<file path="src/design/tsqi_ram.sv">
// ----------------------------------------------------------------------------
// tsqi_ram
// single port write, single port read ram with registered read data
// ----------------------------------------------------------------------------
module tsqi_ram #(
    parameter int WIDTH = 64,
    parameter int DEPTH = 64
) (
    input  logic                     i_clk,
    input  logic                     i_we,
    input  logic [$clog2(DEPTH)-1:0] i_waddr,
    input  logic [WIDTH-1:0]         i_wdata,
    input  logic [$clog2(DEPTH)-1:0] i_raddr,
    output logic [WIDTH-1:0]         o_rdata
);
    logic [WIDTH-1:0] r_mem [DEPTH];

    always_ff @(posedge i_clk) begin
        if (i_we) begin
            r_mem[i_waddr] <= i_wdata;
        end
        o_rdata <= r_mem[i_raddr];
    end
endmodule

</file>
<file path="config.mk">
export PLATFORM = sky130hd
export DESIGN_NAME = tsqi_ram
export DESIGN_NICKNAME = d
export VERILOG_FILES = /design/src/design/tsqi_ram.sv
export SDC_FILE = /design/constraint.sdc
export NUM_CORES = 2
export LEC_CHECK = 0
export BUFFER_PORTS_ARGS = -buffer_cell sky130_fd_sc_hd__buf_2
export CAP_MARGIN = 5
export CORE_ASPECT_RATIO = 0.5
export CORE_MARGIN = 5
export CORE_UTILIZATION = 60
export CTS_BUF_LIST = sky130_fd_sc_hd__clkbuf_4
export DETAILED_ROUTE_END_ITERATION = 6
export PLACE_DENSITY_LB_ADDON = 0.1
export SLEW_MARGIN = 30
export SYNTH_ARGS = -nofsm -noshare
export SYNTH_HDL_FRONTEND = slang
export SYNTH_SLANG_ARGS = --single-unit
</file>
<file path="constraint.sdc">
create_clock -name i_clk -period 8.1 [get_ports i_clk]
set_input_delay 0.405 -clock i_clk [delete_from_list [all_inputs] [get_ports i_clk]]
set_output_delay 0.405 -clock i_clk [all_outputs]
set_load 0.02 [all_outputs]
</file>
==> Word level (Yosys, flattened, before mapping) <==
Memories as Yosys holds them, arrays and structs flattened. A register that Yosys moved wholly into a read port is not among the register bits.
Cells that the tools add are included.
Widths: inputs -> output; s select.
{ "word_totals": {"ff_bits": 0, "mem_bits_rw": 4096, "in_bits": 78, "output_inout_bits": 64, "wordCells": 3, "n_memories": 1} }
{ "mem_list": {"columns": ["name", "depth", "word_bits", "rd", "rd_ports_with_merged_regs", "wr", "line_no", "rtl"], "rows": [
  ["r_mem", 64, 64, 1, 1, 1, "16", "logic [WIDTH-1:0] r_mem [DEPTH];"]
]} }
{ "classes": {"muxes": 2} }
{ "ops": {"columns": ["operator", "n"], "rows": [
  ["$mux 1", 2]
]} }

==> Logic depth before layout (Yosys ltp) <==
{ "logic_depth": {"depth_word": 2, "depth_mapped": 9, "ltp_nobuf": 5} }

==> Least setup slack after synthesis <==
OpenSTA, ideal clock, no wires.
{ "synth_path": {"path_type": "input -> register", "from": "in i_waddr[3]", "to": "mem r_mem[48][0], enable pin", "setup_ns": 0.564, "arrival_time_ns": 5.277, "required_ns": 7.536, "path_slack_ns": 2.259, "cell_stages": 4, "path_buffers": 1, "cell_sequence": "clkbuf_1 -> nor2b_1 -> nand4b_1 -> nor3_1"} }
{ "synth_rtl": {"columns": ["element", "line_no", "rtl"], "rows": [
  ["start: declaration", "11", "input logic [$clog2(DEPTH)-1:0] i_waddr,"],
  ["end: declaration", "16", null]
]} }
Straight into the memory's write port.

==> flow_results.xml <==
<?xml version="1.0" encoding="UTF-8"?>
<metrics>
  <group name="routing">
    <metric name="routed_wire_length_per_instance" unit="um">37.1</metric>
    <metric name="drtIter0Drc" unit="">12500</metric>
    <metric name="route.met2.wl" unit="um">195000</metric>
    <metric name="drc_errors" unit="">0</metric>
    <metric name="route.final.wire_length" unit="um">435000</metric>
    <metric name="drt.antenna.violating_nets" unit="">0</metric>
    <metric name="vias" unit="">80600</metric>
    <metric name="top_layer_used" unit="">met5</metric>
    <metric name="first_pass_iters" unit="">6</metric>
    <metric name="drt-vias-per-instance" unit="">6.88</metric>
    <metric name="drt-met1-wl" unit="um">167000</metric>
    <metric name="met3_wirelength" unit="um">60200</metric>
  </group>
  <group name="clocking">
    <metric name="cts-buffers-inserted" unit="">872</metric>
    <metric name="post_cts.repair.setup_buffers" unit="">0</metric>
    <metric name="tritoncts_clock_tree" unit="">built</metric>
    <metric name="cts.sinks" unit="">4160</metric>
    <metric name="clk_transition_reported_paths" unit="ns">0.09</metric>
    <metric name="ctsHoldBuffers" unit="">92</metric>
    <metric name="cts_resized" unit="">0</metric>
    <metric name="clockRootBuffer" unit="">clkbuf_4</metric>
    <metric name="htree_num_levels" unit="">6</metric>
    <metric name="clk_latency" unit="ns">1.41</metric>
    <metric name="cts.path.max_buffers" unit="">4</metric>
  </group>
  <group name="power">
    <metric name="power.clock.fraction" unit="">0.377</metric>
    <metric name="total_power" unit="W">0.0419</metric>
    <metric name="ir_worst_vdd" unit="uV">127</metric>
    <metric name="power_per_cell_area" unit="nW/um^2">239</metric>
    <metric name="comb_power_share" unit="">0.051</metric>
    <metric name="internal_power" unit="W">0.0325</metric>
    <metric name="power.net_switching" unit="W">0.00938</metric>
    <metric name="switching_fraction_of_total_power" unit="">0.224</metric>
    <metric name="seq_power_share" unit="">0.572</metric>
    <metric name="power.leakage" unit="nW">55.6</metric>
  </group>
  <group name="layout">
    <metric name="area_growth" unit="%">11.8</metric>
    <metric name="commonest_non_fill_non_tap_cell_in_the_layout" unit="">edfxtp_1</metric>
    <metric name="register_area" unit="um^2">124000</metric>
    <metric name="filler_cell_count" unit="">16400</metric>
    <metric name="layout-drive-gt1-share" unit="">0.353</metric>
    <metric name="multi_input_area" unit="um^2">30800</metric>
    <metric name="nets" unit="">7618</metric>
    <metric name="layout_common_cells" unit="">edfxtp_1 (4096), clkbuf_4 (1375), mux4_2 (1024)</metric>
  </group>
  <group name="setup_path">
    <metric name="worst-r2r-setup-slack" unit="ns">5.48</metric>
    <metric name="worst-path-buf-inv" unit="">5</metric>
    <metric name="critical_path_cell_count" unit="">9</metric>
    <metric name="critical_path.startpoint" unit="">i_raddr[0]</metric>
    <metric name="critical_path.max_fanout" unit="">73</metric>
    <metric name="crit_path_max_delay_cell_type" unit="">buf_4</metric>
    <metric name="worstReg2RegEnd" unit="">o_rdata[0]$_DFF_P_</metric>
    <metric name="end_kind" unit="">flop</metric>
    <metric name="max_stage_delay" unit="ns">0.66</metric>
    <metric name="worstPathArrival" unit="ns">4.50</metric>
    <metric name="r2r_start" unit="">r_mem[43][0]$_DFFE_PP_</metric>
    <metric name="critPathLaunchType" unit="">primary input</metric>
    <metric name="worstPathCellList" unit="">buf_12 &gt; buf_4 &gt; buf_4 &gt; mux4_2 &gt; a22oi_1 &gt; nand3_1 &gt; dlygate4sd3_1 &gt; and3_1 &gt; dlygate4sd3_1</metric>
    <metric name="timing.critical_path.max_delay_family" unit="">buffers and inverters</metric>
    <metric name="worst-setup-path-type" unit="">in2reg</metric>
    <metric name="critical_path.endpoint" unit="">o_rdata[0]$_DFF_P_</metric>
    <metric name="reg2regPathDepth" unit="">6</metric>
    <metric name="cp_data_required_time" unit="ns">9.37</metric>
  </group>
  <group name="floorplan">
    <metric name="die_h" unit="um">371</metric>
    <metric name="core_region_area" unit="um^2">259000</metric>
    <metric name="die-area" unit="um^2">272000</metric>
    <metric name="die_x" unit="um">732</metric>
    <metric name="floorplan.io_pins" unit="">142</metric>
    <metric name="rows" unit="">132</metric>
    <metric name="floorplan.initialDensity" unit="">0.603</metric>
  </group>
  <group name="placed_design">
    <metric name="place.port_buffers" unit="">141</metric>
    <metric name="globalplace.congestion" unit="">0.801</metric>
    <metric name="place.detailed.hpwl" unit="um">229000</metric>
  </group>
  <group name="synthesis">
    <metric name="ys_seq_elements" unit="">4160</metric>
    <metric name="synth_cell_types" unit="">33</metric>
    <metric name="yosys_warnings" unit="">0</metric>
    <metric name="dominant_combinational_cell_family_by_area_after_synthesis" unit="">multiplexers</metric>
    <metric name="synth_nets" unit="">6676</metric>
    <metric name="post_synth_mux_area_share" unit="">0.156</metric>
    <metric name="syn_inst" unit="">6598</metric>
    <metric name="synth-seq-area-share" unit="">0.795</metric>
    <metric name="synth-xor-area-share" unit="">0</metric>
    <metric name="synth-adder-area-share" unit="">0</metric>
    <metric name="synth_compound_gate_area_share" unit="">0.0248</metric>
    <metric name="yosys.area_share.simple" unit="">0.0124</metric>
    <metric name="avgSynthCellArea" unit="um^2">23.7</metric>
    <metric name="syn-cell-area" unit="um^2">156000</metric>
  </group>
  <group name="grt">
    <metric name="pin_count_of_the_biggest_net_entering_global_routing" unit="">124</metric>
    <metric name="grt.total_usage" unit="">0.323</metric>
    <metric name="grt_remaining_overflow" unit="">0</metric>
    <metric name="grt_pass1_vias" unit="">80700</metric>
    <metric name="antenna_violations_before_repair" unit="">40</metric>
    <metric name="grt_pass1_wl" unit="um">611000</metric>
  </group>
  <group name="sta">
    <metric name="rsz0062_at_grt" unit="">false</metric>
    <metric name="maxSlewHeadroom" unit="">0.284</metric>
    <metric name="timing.final.crit_share" unit="">0.399</metric>
    <metric name="final-max-slew-violation-count" unit="">0</metric>
    <metric name="worst_pin_slew" unit="ns">1.07</metric>
    <metric name="clock_skew" unit="ns">0.0916</metric>
    <metric name="post-route-min-period" unit="ns">3.23</metric>
    <metric name="fin_tns_setup" unit="ns">0</metric>
    <metric name="holdWs" unit="ns">0.0876</metric>
    <metric name="finalHoldViolCount" unit="">0</metric>
    <metric name="report.final.setup_viol" unit="">0</metric>
    <metric name="maxClockFrequency" unit="MHz">309</metric>
  </group>
  <group name="status">
    <metric name="outcome" unit="">complete, no violations</metric>
  </group>
  <group name="job">
    <metric name="number_of_violations_of_the_max_capacitance_limit" unit="">0</metric>
  </group>
  <group name="hold_path">
    <metric name="worstHoldPathType" unit="">in2reg</metric>
  </group>
</metrics>
[registers in the layout, summed over array words and instances, names as in the netlist]
signal / count
r_mem: 4096
o_rdata: 64
[how the worst min path moves through the flow]
stage | startpoint | to | slack, ns | cells after the start
final | i_wdata[45] | r_mem[28][45]$_DFFE_PP_ | 0.09 | 2
after global routing | i_wdata[43] | r_mem[31][43]$_DFFE_PP_ | 0.004 | 2
after CTS | i_wdata[56] | r_mem[12][56]$_DFFE_PP_ | 0.02 | 2
after detailed placement | r_mem[39][0]$_DFFE_PP_ | o_rdata[0]$_DFF_P_ | 0.82 | 4
after global placement | r_mem[44][16]$_DFFE_PP_ | o_rdata[16]$_DFF_P_ | 0.82 | 4
after floorplan | i_wdata[0] | r_mem[0][0]$_DFFE_PP_ | 0.50 | 0
[routing by layer]
layer	vias to the layer above	global-route usage
li1	31000	-
met1	42800	0.483
met2	6052	0.470
met3	756	0.0983
met4	24	0.0966
met5	-	0
[area by class of cell]
type | count | area share
Clock buffer | 1375 | 0.0591
Timing Repair Buffer | 438 | 0.0232
Multi-Input combinational cell | 2049 | 0.176
Clock inverter | 159 | 0.00483
Tap cell | 3484 | 0.0249
Inverter | 19 | 0.000408
Antenna cell | 24 | 0.000344
Sequential cell | 4160 | 0.711
[stage by stage]
stage	area (um^2)	std cells	worst slack [ns]	utilization
2_1_floorplan	156000	6598	2.26	-
3_5_place_dp	162000	10100	3.92	0.626
4_1_cts	174000	11700	4.98	0.673
3_3_place_gp	162000	10000	3.94	0.625
6_report	175000	11700	4.87	0.674
5_1_grt	175000	11700	4.61	0.674
[power groups by stage]
stage                     clock [W]  combinational (W)  sequential (W)
after floorplan                   0            0.00111          0.0244
after global placement            0            0.00202          0.0244
after detailed placement          0            0.00208          0.0244
after CTS                    0.0160            0.00213          0.0239
after global routing         0.0173            0.00226          0.0239
final                        0.0158            0.00215          0.0239
[logic make-up (layout without fill, tap and decap cells)]
group / Yosys count / count (layout)
flops: 4160 / 4160
compound gates: 504 / 504
buf+inv: 389 / 1991
mux: 1159 / 1159
simple gates: 386 / 386
other cells: 0 / 24
[synthesized netlist by cell type (all sizes together)]
library cell / n / share of area
edfxtp: 4096 / 0.79
mux4: 1024 / 0.15
buf: 230 / 0.0080
a22oi: 168 / 0.0081
clkbuf: 140 / 0.0034
mux2i: 135 / 0.0086
nor2: 112 / 0.0027
a22o: 88 / 0.0049
o22ai: 83 / 0.0033
and3: 64 / 0.0026
dfxtp: 64 / 0.0082
a211oi: 63 / 0.0030
nand2: 58 / 0.0014
nand3: 45 / 0.0014
o221ai: 38 / 0.0021
or3: 29 / 0.0012
nor2b: 28 / 0.0011
or2: 28 / 0.0011
a41oi: 26 / 0.0015
a2bb2oi: 19 / 0.0011
inv: 19 / 0.00046
a31oi: 18 / 0.00072
nand2b: 11 / 0.00044
and2: 3 / 0.00012
nand3b: 2 / 0.000096
nand4: 2 / 0.000080
nor3: 2 / 0.000064
a31o: 1 / 0.000056
nand4b: 1 / 0.000056
or3b: 1 / 0.000056
No activity file was read; power rests on OpenSTA's default activity.
