**src/design/tsqi_div.sv**
```systemverilog
// ----------------------------------------------------------------------------
// tsqi_div
// signed 64 by 33 bit restoring divider, one quotient bit a cycle
// ----------------------------------------------------------------------------
module tsqi_div (
    input  logic               i_clk,
    input  logic               i_rst_n,
    input  logic               i_start,
    input  logic signed [63:0] i_num,
    input  logic [32:0]        i_den,
    output logic               o_done,
    output logic [31:0]        o_quot
);
    logic [63:0] r_q;
    logic [33:0] r_rem;
    logic [32:0] r_den;
    logic        r_neg;
    logic [6:0]  r_cnt;
    logic        r_busy;
    logic [33:0] n_trial;
    logic [33:0] n_shift;
    logic [63:0] n_qneg;

    assign n_shift = {r_rem[32:0], r_q[63]};
    assign n_trial = n_shift - {1'b0, r_den};
    assign n_qneg  = r_neg ? (~r_q + 64'd1) : r_q;
    assign o_quot  = n_qneg[31:0];

    always_ff @(posedge i_clk) begin
        if (!i_rst_n) begin
            r_busy <= 1'b0;
            o_done <= 1'b0;
            r_cnt  <= '0;
        end else begin
            o_done <= 1'b0;
            if (i_start) begin
                r_busy <= 1'b1;
                r_cnt  <= 7'd64;
                r_rem  <= '0;
                r_den  <= i_den;
                r_neg  <= i_num[63];
                r_q    <= i_num[63] ? (~i_num + 64'd1) : i_num;
            end else if (r_busy) begin
                if (!n_trial[33]) begin
                    r_rem <= n_trial;
                    r_q   <= {r_q[62:0], 1'b1};
                end else begin
                    r_rem <= n_shift;
                    r_q   <= {r_q[62:0], 1'b0};
                end
                r_cnt <= r_cnt - 7'd1;
                if (r_cnt == 7'd1) begin
                    r_busy <= 1'b0;
                    o_done <= 1'b1;
                end
            end
        end
    end
endmodule

```
**config.mk**
```make
export PLATFORM = sky130hd
export DESIGN_NAME = tsqi_div
export DESIGN_NICKNAME = d
export VERILOG_FILES = /design/src/design/tsqi_div.sv
export SDC_FILE = /design/constraint.sdc
export NUM_CORES = 1
export LEC_CHECK = 0
export ABC_CLOCK_PERIOD_IN_PS = 7100
export BUFFER_PORTS_ARGS = -buffer_cell sky130_fd_sc_hd__buf_2
export CORE_AREA = 2 2 129 131
export CTS_CLUSTER_SIZE = 24
export DETAILED_ROUTE_END_ITERATION = 6
export DIE_AREA = 0 0 131 133
export GPL_TIMING_DRIVEN = 0
export PLACE_DENSITY = 0.84
export SETUP_SLACK_MARGIN = 0.4
export SYNTH_ARGS = -nofsm -noshare
export SYNTH_HDL_FRONTEND = slang
export SYNTH_SLANG_ARGS = --single-unit
```
**constraint.sdc**
```tcl
create_clock -name i_clk -period 7.1 [get_ports i_clk]
set_input_delay 0.355 -clock i_clk [delete_from_list [all_inputs] [get_ports i_clk]]
set_output_delay 0.355 -clock i_clk [all_outputs]
set_load 0.05 [all_outputs]
```
* Word level (Yosys, flattened, before mapping)
Cells that the tools add are included.
Word-level totals: bits in registers 140, word-level logic and storage cells 35
Operators by class: $add $sub $neg 4, eq/ne operators 1, muxes and demuxes 13, bitwise operators 4, reductions and logical operators 5
Operators by type and width (number):
- 64-bit 2-to-1 mux | 3
- 33-bit 2-to-1 mux | 2
- 64-bit by 1-bit adder with 64-bit output (second input constant) | 1
- 64-bit inverter | 1
- 34-bit by 33-bit subtractor with 34-bit output | 1
- 32-bit by 1-bit adder with 32-bit output (second input constant) | 1
- 32-bit 2-to-1 mux | 1
- 32-bit inverter | 1
- 7-bit 2-to-1 mux | 2
- 7-bit by 1-bit == test with 1-bit output (second input constant) | 1
- 7-bit by 1-bit subtractor with 7-bit output (second input constant) | 1
- 1-bit 2-to-1 mux | 5
- 2-bit AND reduction | 2
- 3-bit OR reduction | 1
- 1-bit inverter | 2
- 2-bit nonzero test | 1
- 2-bit OR reduction | 1

* Longest topological paths before layout
Gate-level depths: netlist of run 1.
depth after elaboration 4, depth in mapped cells 13, gate-level depth less buffers 12

* Least setup slack after synthesis of run 1
OpenSTA, ideal clock, no wires.
path type in2reg, from input i_start, to register r_busy, setup time 68 ps, arrival 3447 ps, data required time 7032 ps, slack 3585 ps, stages on the path 4, buffers on the path 2, cell sequence clkbuf_1 clkbuf_1 o21a_1 o41a_1
On the way: word-level cells in the longest chain between the ends 1
RTL lines:
- start, declared | line 8 | input logic i_start,
- 1-bit 2-to-1 mux | line 36 | if (i_start) begin
- end signal, assigned | line 31 | r_busy <= 1'b0;
- end signal, assigned | line 37 | r_busy <= 1'b1;
- end signal, assigned | line 53 | r_busy <= 1'b0;
- end, declared | line 19 | logic r_busy;
Every way passes these cells. A chain may end at the register's enable or synchronous reset.

* Worst setup path after layout of run 1
from register r_q[4], to output o_quot[28]
On the way: word-level cells in the longest chain between the ends 3
RTL lines:
- start, declared | line 14 | logic [63:0] r_q;
- start signal, assigned | line 42 | r_q <= i_num[63] ? (~i_num + 64'd1) : i_num;
- start signal, assigned | line 46 | r_q <= {r_q[62:0], 1'b1};
- start signal, assigned | line 49 | r_q <= {r_q[62:0], 1'b0};
- 32-bit inverter | line 26 | assign n_qneg = r_neg ? (~r_q + 64'd1) : r_q;
- 32-bit by 1-bit adder with 32-bit output | line 26
- 32-bit 2-to-1 mux | line 26
- end, declared | line 12 | output logic [31:0] o_quot
Every way passes these cells.

==> flow_summary.yaml, run 1 <==
status:
  run_status: "finished, final reports clean"
worst_setup_path:
  arrival_ns: 3.82
  max_stage_delay_ns: 0.60
  start_kind: "register"
  worstSetupPathType: "reg2out"
  crit_chain: "or4_1 -> nor4_1 -> nand3b_1 -> nand2b_1 -> or4_1 -> nand2b_1 -> o31ai_1 -> xnor2_1 -> buf_2"
  cpMaxStageDelayCell: "or4_1"
  end_kind: "output pin"
  cp.required_ns: 6.74
  cp_max_fo: 4
clocking:
  clk_latency_ns: 0.43
  cts_resized: 0
  post_cts_buffers: 0
  cts_buffers: 17
  cts.clk_slew.worst_paths_ns: 0.06
  cts.sink_count: 140
  cts_hold_buf: 0
  cts_root_buf: "clkbuf_16"
  clock_path_buffers: 2
  cts_tree: "done"
  cts_htree_levels: 4
detailed_routing:
  viasPerCell: 5.82
  drc: 0
  ant_nets: 0
  highest_layer: "met4"
  finalWirelength_mm: 23.5
  route.met2.wl_mm: 11.6
  met3_length_mm: 1.67
  wl_per_cell_um: 17.0
  vias: 8032
  drt-initial-drc-count: 591
  drt-pass1-iter-count: 7
  met1_length_mm: 9.50
synthesis:
  synth_edf_count: 131
  synth_top_area_share_pct: 41.7
  async_flop_share_pct: 0
  synth_seq_cells: 140
  yosysWarnings: 0
  avgSynthCellArea_um2: 9.48
  synth.distinct_cells: 66
  synth_common_cells: "131 x edfxtp_1, 126 x nor2_1, 98 x a21oi_1, 68 x nand2_1, 68 x xor2_1"
  synth-seq-area-share_pct: 43.6
  yosys_most_used_dff: "edfxtp_1"
  synth_area_leader_cell: "edfxtp_1"
  synth_area_um2: 9440
  synthTopCellsByArea: "edfxtp_1 42%, xor2_1 6.3%, xnor2_1 5.3%"
  netlist_instances: 996
  synth.most_common_cell: "edfxtp_1"
  syn-num-nets: 1134
floorplanning:
  start_util_pct: 58.4
  die_w_um: 131
  io_pins: 133
  core_area_um2: 16200
  die_area_um2: 17400
  die_h_um: 133
  row_count: 47
power_and_ir_drop:
  switchingPower_mw: 0.877
  powerDensity_nw_per_um2: 247
  comb_power_share_pct: 28.9
  p_int_mw: 1.84
  ir_drop_mv: 0.163
  p_leak_nw: 4.36
  sw_frac_of_total_pct: 32.3
  clock_power_share_pct: 32.8
  seqPwrFrac_pct: 38.2
timing:
  fin_crit_ns: 4.18
  rsz0062_at_grt: "no"
  final-max-slew-violation-count: 0
  fin_crit_sh_pct: 58.8
  worstMarginPinSlew_ns: 0.965
  setup_viol: 0
  fin_setup_tns_ns: 0
  hold_viol_final: 0
  slew_headroom_pct: 35.5
  max_freq_ghz: 0.239
  clock_skew_ns: 0.0108
global_route:
  grt_pass1_vias: 8087
  grt_pass1_wl_mm: 37.8
  track_usage_pct: 27.6
  grt.overflow.total: 0
  antenna_found_initial: 0
  grt_max_degree: 62
min_path:
  min_path_type: "in2reg"
place:
  placed_area_um2: 10400
  dpl.hpwl_mm: 17.1
  place_congestion: 0.929
  port-buffer-count: 131
flow_run:
  drv_cap: 0
layout:
  fin_nets: 1285
  areaGrowthSynthToFinish_pct: 16.4
  design_area_um2: 11000
  fillerInstances: 1263
  drive_gt1_share_pct: 15.5
-- worst max-delay path, delay by kind of cell, from the launching register on --
kind                      cells  cell delay (ns)
and+or+nand+nor               6             2.20
DFF                           1             0.45
AOI/OAI and AO/OA             1             0.29
xor gates and xnor gates      1             0.16
buffers and inverters         1             0.29
-- sequential cells by signal (all words and copies together) (netlist names) --
register,cells
o_done,1
r_busy,1
r_cnt,7
r_den,33
r_neg,1
r_q,64
r_rem,33
-- stage by stage --
step | instances | worst slack [ns] | power [mW] | util (%) | hold WS, ns
after global placement | 1347 | 2.27 | 1.80 | 64.1 | 0.480
final | 1381 | 2.92 | 2.72 | 68.0 | 0.0997
after CTS | 1380 | 2.97 | 2.71 | 68.0 | 0.0884
after floorplan | 996 | 3.59 | 1.63 | - | 0.440
after global routing | 1380 | 2.75 | 2.83 | 68.0 | 0.0887
after detailed placement | 1348 | 3.20 | 1.83 | 64.4 | 0.485
-- kinds of logic (layout without fill, tap and decap cells) --
kind of cell / Yosys count / in the layout / synth area share [%]
multiplexers: 32 / 32 / 3.42
AO/OA/AOI/OAI: 248 / 248 / 16.5
AND/OR/NAND/NOR: 314 / 314 / 15.8
XOR/XNOR: 125 / 125 / 11.6
buffers and inverters: 99 / 263 / 4.00
flip-flops: 140 / 140 / 43.6
adder cells (fa/ha/maj): 38 / 38 / 5.12
other: 0 / 1 / 0
-- worst paths after layout --
check        startpoint         end  slack (ns)  depth (start not counted)
max reg2reg    r_den[1]   r_rem[30]        3.13                         12
min reg2reg    r_cnt[6]      o_done        0.49                          1
max              r_q[4]  o_quot[28]        2.92                          9
min           i_den[22]   r_den[22]         0.1                          1
-- cells in the final DEF, fill, tap and decap left out, types with 5 or more instances in the layout --
master / instances
and2_1: 8
o31ai_1: 24
xnor2_1: 57
o41ai_1: 16
nand2_1: 68
or4_1: 9
o21a_1: 5
nor3_1: 16
a31oi_1: 7
edfxtp_1: 131
buf_2: 133
nand4_1: 12
a21o_1: 14
clkbuf_1: 39
nand2b_1: 8
nor4_1: 13
clkbuf_16: 17
or3_1: 7
nand3_1: 16
dfxtp_1: 9
inv_1: 55
nor2_1: 126
o21ai_0: 47
xor2_1: 68
ha_1: 37
a21oi_1: 98
nor2b_1: 8
mux2i_1: 30
-- layout make-up --
| class | count | area, um^2 | area share [%] |
|---|---|---|---|
| inverters | 55 | 206 | 1.88 |
| plain buffers | 44 | 171 | 1.56 |
| flip-flops and latches | 140 | 4110 | 37.4 |
| clock buffers | 19 | 433 | 3.94 |
| clock inverters | 13 | 150 | 1.37 |
| multi-input cells | 757 | 4960 | 45.1 |
| repair buffers | 132 | 683 | 6.21 |
| well taps | 220 | 275 | 2.50 |
| diodes | 1 | 2.50 | 0.0228 |
-- power by group through the flow --
stage,Clock (mW),Combinational (mW),Sequential (mW)
6_report,0.891,0.786,1.04
3_5_place_dp,0,0.773,1.05
2_1_floorplan,0,0.587,1.04
4_1_cts,0.894,0.782,1.04
5_1_grt,0.926,0.860,1.05
3_3_place_gp,0,0.749,1.05
-- layer usage --
| layer | up-vias | GRT usage, % |
|---|---|---|
| li1 | 3930 | - |
| met1 | 3736 | 33.3 |
| met2 | 306 | 47.0 |
| met3 | 60 | 7.24 |
| met4 | 0 | 10.6 |
| met5 | - | 0 |
Power figures use the tool's default switching activity.
==> run 2: changes to the inputs <==
==> config.mk (replaced) <==
export PLATFORM = sky130hd
export DESIGN_NAME = tsqi_div
export DESIGN_NICKNAME = d
export VERILOG_FILES = /design/src/design/tsqi_div.sv
export SDC_FILE = /design/constraint.sdc
export NUM_CORES = 1
export LEC_CHECK = 0
export ABC_CLOCK_PERIOD_IN_PS = 4300
export BUFFER_PORTS_ARGS = -buffer_cell sky130_fd_sc_hd__buf_2
export CORE_AREA = 2 2 130 132
export CTS_CLUSTER_SIZE = 24
export DETAILED_ROUTE_END_ITERATION = 6
export DIE_AREA = 0 0 132 134
export GPL_TIMING_DRIVEN = 0
export PLACE_DENSITY = 0.83
export SETUP_SLACK_MARGIN = 0.4
export SYNTH_ARGS = -nofsm -noshare
export SYNTH_HDL_FRONTEND = slang
export SYNTH_SLANG_ARGS = --single-unit
==> constraint.sdc (replaced) <==
create_clock -name i_clk -period 4.3 [get_ports i_clk]
set_input_delay 0.215 -clock i_clk [delete_from_list [all_inputs] [get_ports i_clk]]
set_output_delay 0.215 -clock i_clk [all_outputs]
set_load 0.05 [all_outputs]
==> flow_summary.yaml, run 2 (same netlist as run 1, synthesis figures left out) <==
timing:
  hold_viol_final: 0
  max_freq_ghz: 0.272
  fin_crit_sh_pct: 85.5
  rsz0062_at_grt: "no"
  worstMarginPinSlew_ns: 0.871
  hold_ws_ns: 0.0841
  slew_headroom_pct: 41.4
  clock_skew_ns: 0.00838
  final-max-slew-violation-count: 0
  setup_viol: 0
  fin_crit_ns: 3.68
layout:
  areaGrowthSynthToFinish_pct: 20.2
  postLayoutCoreUtil_pct: 69.6
  reg_top3: "r_q: 64 flops, r_den: 33 flops, r_rem: 33 flops"
  top_register: "r_q"
  fin_nets: 1319
  largest_reg_flops: 64
  drive_gt1_share_pct: 15.9
  design_area_um2: 11300
  diodes: 0
  fillerInstances: 1276
  layout_common_cells: "131 x buf_2, 131 x edfxtp_1, 126 x nor2_1"
floorplanning:
  row_count: 47
  start_util_pct: 58.0
  die_w_um: 132
  core_area_um2: 16300
  die_area_um2: 17700
  die_h_um: 134
  io_pins: 133
worst_setup_path:
  rrSetupSlack_ns: 0.72
  arrival_ns: 3.46
  worstSetupPathType: "reg2out"
  start_kind: "register"
  cp_max_fo: 4
  cp.required_ns: 4.09
  end_kind: "output pin"
place:
  port-buffer-count: 131
  place_congestion: 0.929
  placed_area_um2: 10400
  dpl.hpwl_mm: 16.9
global_route:
  track_usage_pct: 26.4
  grt_pass1_vias: 7884
  grt.overflow.total: 0
  grt_max_degree: 62
  antenna_found_initial: 0
  grt_pass1_wl_mm: 37.3
detailed_routing:
  viasPerCell: 5.77
  drc: 0
  finalWirelength_mm: 23.3
  vias: 8161
  drt-initial-drc-count: 625
  wl_per_cell_um: 16.5
  ant_nets: 0
  drt-pass1-iter-count: 5
power_and_ir_drop:
  p_leak_nw: 4.51
  ir_drop_mv: 0.328
  powerDensity_nw_per_um2: 393
  total_power_mw: 4.45
min_path:
  min_path_type: "in2reg"
clocking:
  cts.sink_count: 140
  post_cts_buffers: 0
  cts.clk_slew.worst_paths_ns: 0.06
  cts_root_buf: "clkbuf_16"
  clk_latency_ns: 0.43
  cts_tree: "done"
  clock_path_buffers: 2
  cts_buffers: 17
  cts_htree_levels: 4
status:
  run_status: "finished, final reports clean"
flow_run:
  drv_cap: 0
[run 2: per-stage QoR]
step	setup WS [ns]	TNS [ns]	instances
floorplan	0.925	0	996
global placement	-0.417	-36.03	1347
detailed placement	0.388	0	1348
CTS	0.404	0	1414
global route	0.411	0	1414
finish	0.622	0	1414
[run 2: worst paths after layout]
kind                                from          to  cells past startpoint
worst max-delay path              r_q[5]  o_quot[28]                      9
worst min-delay path             i_rst_n    r_cnt[6]                      2
worst max register to register  r_den[1]   r_rem[25]                     12
worst min register to register  r_cnt[6]      o_done                      1
[run 2: layout make-up]
type                            instances  area [um^2]  share of cell area (%)
Sequential cell                       140         4110                    36.3
Clock inverter                         14          136                    1.20
Buffer                                 44          173                    1.52
Tap cell                              220          275                    2.43
Clock buffer                           18          429                    3.78
Timing Repair Buffer                  166         1030                    9.07
Multi-Input combinational cell        757         4980                    43.9
Inverter                               55          206                    1.82
[run 2: report_power, final]
part           internal, mW  switching (mW)  total, mW
Clock                 0.805           0.616       1.42
Sequential             1.64          0.0695       1.71
Combinational         0.511           0.807       1.32
[run 2: timing repair]
action	in CTS	in global routing
setup endpoints to repair	3	14
hold buffers	34	0
endpoints found under the hold margin	34	0
gates resized for setup	1	10
[run 2: layer usage]
metal | global-route usage (%) | vias to the layer above | share of wire [%]
li1 | - | 3999 | -
met1 | 31.6 | 3835 | 41
met2 | 46.8 | 292 | 51
met3 | 6.27 | 35 | 7.0
met4 | 8.76 | 0 | 1.8
met5 | 0 | - | 0
[run 2: critical path, cell delays in order (launching register included)]
cell and delay (ns):
edfxtp_1 0.43, or4_1 0.62, nor4_2 0.21, nand3b_1 0.20, nand2b_1 0.24, or4_4 0.47
nand2b_1 0.20, o31ai_1 0.26, xnor2_1 0.17, buf_4 0.23
